$ cat src/rtl/polyline_path_follower_defines.svh
// assertion macros for the polyline path follower
// no dependencies
`ifndef POLYLINE_PATH_FOLLOWER_DEFINES_SVH
`define POLYLINE_PATH_FOLLOWER_DEFINES_SVH
`define PPF_ASSERT_IMPL(lbl, a, c) lbl: assert property (@(posedge clk) disable iff (!rst_n) \
  (a) |-> (c)) else $error("ppf check failed");
`define PPF_ASSERT_NEXT(lbl, a, c) lbl: assert property (@(posedge clk) disable iff (!rst_n) \
  (a) |=> (c)) else $error("ppf check failed");
`endif

$ cat src/rtl/ppf_ram.sv
// generic single port ram with registered read
// no dependencies
module ppf_ram #(
  parameter int Width = 8,
  parameter int Depth = 16
) (
  input  logic clk,
  input  logic we,
  input  logic [$clog2(Depth)-1:0] addr,
  input  logic [Width-1:0] wdata,
  output logic [Width-1:0] rdata
);
  logic [Width-1:0] mem [Depth];
  always_ff @(posedge clk) begin
    if (we) begin
      mem[addr] <= wdata;
    end
    rdata <= mem[addr];
  end
endmodule

$ cat config.mk
export PLATFORM = sky130hd
export DESIGN_NAME = ppf_ram
export DESIGN_NICKNAME = d
export VERILOG_FILES = /design/src/rtl/polyline_path_follower_defines.svh /design/src/rtl/ppf_ram.sv
export SDC_FILE = /design/constraint.sdc
export NUM_CORES = 1
export LEC_CHECK = 0
export ABC_CLOCK_PERIOD_IN_PS = 3200
export BUFFER_PORTS_ARGS = -buffer_cell sky130_fd_sc_hd__buf_2
export CORE_AREA = 2 2 99 101
export CTS_CLUSTER_DIAMETER = 80
export DETAILED_ROUTE_END_ITERATION = 10
export DIE_AREA = 0 0 101 103
export PLACE_DENSITY = 0.78
export SLEW_MARGIN = 20
export SYNTH_ARGS = -nofsm -noshare
export SYNTH_HDL_FRONTEND = slang
export SYNTH_SLANG_ARGS = --single-unit
$ cat constraint.sdc
create_clock -name clk -period 3.2 [get_ports clk]
set_input_delay 0.64 -clock clk [delete_from_list [all_inputs] [get_ports clk]]
set_output_delay 0.64 -clock clk [all_outputs]
set_load 0.01 [all_outputs]
After elaboration in Yosys (flattened, before gate mapping). Memory sizes are Yosys's and may differ from the RTL's. A register that Yosys moved wholly into a read port is not among the register bits. Cells that the tools add are included.

Bits in registers: 0. RAM bits: 128. Input port bits: 14. Word-level logic and storage cells: 3. Memories kept: 1.

Memory list: mem (depth 16, width 8, read ports 1, clocked after Yosys merged registers in 1, wr ports 1, RTL line ppf_ram.sv:13) `logic [Width-1:0] mem [Depth];`.

Multiplexer cells: 2.

Operators by type and width (number): 1-bit two-way mux (2).

Logic depth before layout (Yosys ltp).
Depth in word-level cells: 2. Gate-level depth with buffers: 5. Gate-level depth less buffers: 3.

Worst setup path after synthesis. Ideal clock, no wire load.

Path type: in2reg. From: input addr[2]. To: memory mem[0][0] (enable). Data arrival time: 1750 ps. Data required time: 2817 ps. Path slack: 1067 ps. Stages on the path: 2. Buffers on the path: 0. Cells stage by stage: or3b_2 nor3_1.

RTL lines: from (decl) (RTL line ppf_ram.sv:9) `input logic [$clog2(Depth)-1:0] addr,`; to (decl) (RTL line ppf_ram.sv:13).

Straight into the memory's write port.

Worst setup path after layout.
From: input addr[1]. To: memory mem[14][4] (enable).

Straight into the memory's write port.

==> metrics.txt <==
# TYPE chip_impl_metric gauge
chip_impl_metric{name="worst_slew_pin_slew",unit="ps"} 826
chip_impl_metric{name="worst_clock_skew",unit="ps"} 5.10
chip_impl_info{name="hold_class",value="in -> reg"} 1
chip_impl_metric{name="final_estimated_routing_congestion_in_global_placement",unit=""} 0.820
chip_impl_metric{name="power.static_leakage",unit="nW"} 2.00
chip_impl_info{name="clock-root-buffer",value="clkbuf_8"} 1
chip_impl_metric{name="setup_violations",unit=""} 0
chip_impl_metric{name="areaGrowthSynthToFinish",unit="%"} 18.3
chip_impl_metric{name="placeableCoreArea",unit="mm^2"} 0.00946
chip_impl_metric{name="ys_async_sr_fraction",unit="%"} 0
chip_impl_metric{name="fillers",unit=""} 603
chip_impl_metric{name="synth_largest_type_area_fraction",unit="%"} 75.9
chip_impl_metric{name="postCtsResizedCells",unit=""} 0
chip_impl_metric{name="worstPathArrival",unit="ps"} 2030
chip_impl_metric{name="hold_slack",unit="ps"} 514
chip_impl_metric{name="postSynthCellCount",unit=""} 230
chip_impl_metric{name="setup_tns",unit="ps"} 0
chip_impl_metric{name="postCtsHoldBufs",unit=""} 0
chip_impl_metric{name="yosysUniqueCellTypes",unit=""} 18
chip_impl_metric{name="cts_buffer_depth",unit=""} 2
chip_impl_metric{name="postLayoutCellArea",unit="mm^2"} 0.00600
chip_impl_metric{name="wl",unit="um"} 9240
chip_impl_info{name="status",value="finished, final reports clean"} 1
chip_impl_metric{name="syn_area",unit="mm^2"} 0.00507
chip_impl_metric{name="detail_route.iter0.violations",unit=""} 153
chip_impl_metric{name="ant_nets",unit=""} 0
chip_impl_info{name="yosysMostFrequentCell",value="edfxtp_1"} 1
chip_impl_info{name="startpoint_type",value="primary input"} 1
chip_impl_info{name="synth_top_area_cell",value="edfxtp_1"} 1
chip_impl_info{name="yosys_most_used_dff",value="edfxtp_1"} 1
chip_impl_metric{name="maxSlewViolCount",unit=""} 0
chip_impl_metric{name="synth-seq-cells",unit=""} 136
chip_impl_metric{name="grt_first_pass_wirelength",unit="um"} 13700
chip_impl_metric{name="grt_max_degree",unit=""} 28
chip_impl_metric{name="detailroute.via_count",unit=""} 2402
chip_impl_metric{name="globalRouteTotalUtil",unit="%"} 19.0
chip_impl_metric{name="power_per_cell_area",unit="mW/mm^2"} 685
chip_impl_info{name="worstSetupEndpointType",value="flop"} 1
chip_impl_metric{name="worstSkewPairLatency",unit="ps"} 510
chip_impl_metric{name="critPathMaxFanout",unit=""} 27
chip_impl_metric{name="dieWidth",unit="um"} 101
chip_impl_metric{name="fmax",unit="MHz"} 527
chip_impl_metric{name="cts_inserted_buffers",unit=""} 17
chip_impl_metric{name="initial_utilization",unit="%"} 53.6
chip_impl_metric{name="seq_area_frac_synth",unit="%"} 79.0
chip_impl_metric{name="clock_sinks",unit=""} 136
chip_impl_metric{name="syn_nets",unit=""} 244
chip_impl_metric{name="max-vdd-ir-drop",unit="mV"} 0.302
chip_impl_metric{name="die_height",unit="um"} 103
chip_impl_metric{name="postCtsSetupRepairBufs",unit=""} 0
chip_impl_metric{name="worst-endpoint-required",unit="ps"} 3330
chip_impl_info{name="type_of_the_worst_setup_path",value="in -> reg"} 1
chip_impl_metric{name="place_area",unit="mm^2"} 0.00540
chip_impl_metric{name="post_route_cells_drive_above_1_share",unit="%"} 35.3
chip_impl_metric{name="avgRoutedWirePerCell",unit="um"} 22.9
chip_impl_metric{name="finalCriticalPeriod",unit="ps"} 1900
chip_impl_metric{name="number_of_port_buffers",unit=""} 21
chip_impl_metric{name="antenna_violations_before_repair",unit=""} 0
chip_impl_metric{name="drt_pass1_iterations",unit=""} 4
chip_impl_metric{name="part_of_the_cycle_the_worst_path_needs",unit="%"} 59.3
chip_impl_metric{name="cts_h_tree_depth",unit=""} 4
chip_impl_metric{name="dp.final_hpwl",unit="um"} 5760
chip_impl_info{name="synth_area_leaders",value="edfxtp_1 (76%), mux4_2 (14%), dfxtp_1 (3.2%)"} 1
chip_impl_metric{name="floorplan.rows",unit=""} 36
chip_impl_metric{name="timing.max_slew.rel_slack",unit="%"} 44.5
chip_impl_metric{name="avgViaCountPerCell",unit=""} 5.96
chip_impl_metric{name="die-area",unit="mm^2"} 0.0104
chip_impl_metric{name="yosys_warnings",unit=""} 0
chip_impl_metric{name="total_power",unit="mW"} 4.11
chip_impl_metric{name="vias_in_the_first_global_route",unit=""} 2501
chip_impl_info{name="setup_repair_after_global_routing_missed_its_margin",value="false"} 1
chip_impl_metric{name="boundaryPins",unit=""} 22
chip_impl_metric{name="nets",unit=""} 290
chip_impl_metric{name="count_of_flip_flops_with_a_built_in_enable_after_synthesis",unit=""} 128
chip_impl_metric{name="grt_overflow",unit=""} 0
chip_impl_metric{name="clk_pin_slew_worst_paths",unit="ps"} 60
chip_impl_info{name="post_synth_most_frequent_cells",value="edfxtp_1 (128), mux4_2 (32), a22oi_1 (16)"} 1
chip_impl_metric{name="drv_cap",unit=""} 0
chip_impl_metric{name="route.detailed.drc",unit=""} 0
chip_impl_metric{name="avgSynthCellArea",unit="um^2"} 22.0
chip_impl_metric{name="hold_viol",unit=""} 0
chip_impl_info{name="tritoncts",value="done"} 1
chip_impl_metric{name="antenna-diode-count",unit=""} 0
critical path, stage by stage:
cell,delay (ps)
buf_2,470
nand2b_1,240
nor2_1,670
per-stage QoR:
step | setup WS, ps | utilization (%) | cells
after global placement | 796 | 57.0 | 371
after floorplan | 1070 | - | 230
after detailed placement | 805 | 57.0 | 371
after CTS | 1310 | 63.4 | 403
final | 1300 | 63.4 | 403
after global routing | 1190 | 63.4 | 403
placed cells by master (no fill, tap or decap), drive strengths merged, types with 2 or more instances in the layout:
master	netlist	layout
edfxtp	128	128
buf	8	38
mux4	32	32
clkbuf	3	19
a22oi	16	16
nor2	13	13
nand2	9	9
dfxtp	8	8
nor3	4	4
clkinv	0	4
inv	0	3
clkinvlp	0	3
bufinv	0	3
nor2b	2	2
nand3b	2	2
nand2b	2	2
worst paths after layout:
check                           depth (start not counted)  slack, ps              endpoint                  from
worst min register to register                          3        680      rdata[0]$_DFF_P_  mem[14][0]$_DFFE_PP_
worst max-delay path                                    3       1300  mem[14][4]$_DFFE_PP_               addr[1]
worst max register to register                          3       1790      rdata[2]$_DFF_P_   mem[3][2]$_DFFE_PP_
worst min-delay path                                    1        510  mem[13][2]$_DFFE_PP_              wdata[2]
flip-flops by register name, summed over array words and instances, names as in the netlist:
signal	count
mem	128
rdata	8
metal layers:
layer / up-vias / track usage, % / share of wire (%)
met5: - / 0 / 0
met4: 0 / 8.73 / 1.2
met3: 12 / 5.49 / 6.1
met2: 90 / 30.7 / 52
met1: 1240 / 24.2 / 40
li1: 1060 / - / -
layout make-up:
cell class                 instances  area, um^2  area share, %
clock inverter                    13         170           2.84
sequential                       136        4000           66.8
clock buffer                      19         432           7.20
timing repair buffer              38         245           4.09
multi-input combinational         83        1000           16.7
tap                              114         143           2.38
kinds of logic (layout without fill, tap and decap cells):
group	count (synthesis)	count (layout)	share of synthesized area, %
compound gates	16	16	2.37
buf+inv	11	70	1.19
flops	136	136	79.0
mux	32	32	14.2
simple gates	35	35	3.21
where the power goes:
part           switching (mW)  internal, mW  leakage [nW]
Clock                   0.709          1.22         0.285
Sequential             0.0112          1.99          1.22
Combinational           0.106        0.0773         0.489
Note: power is estimated with default switching activity, not from simulation.
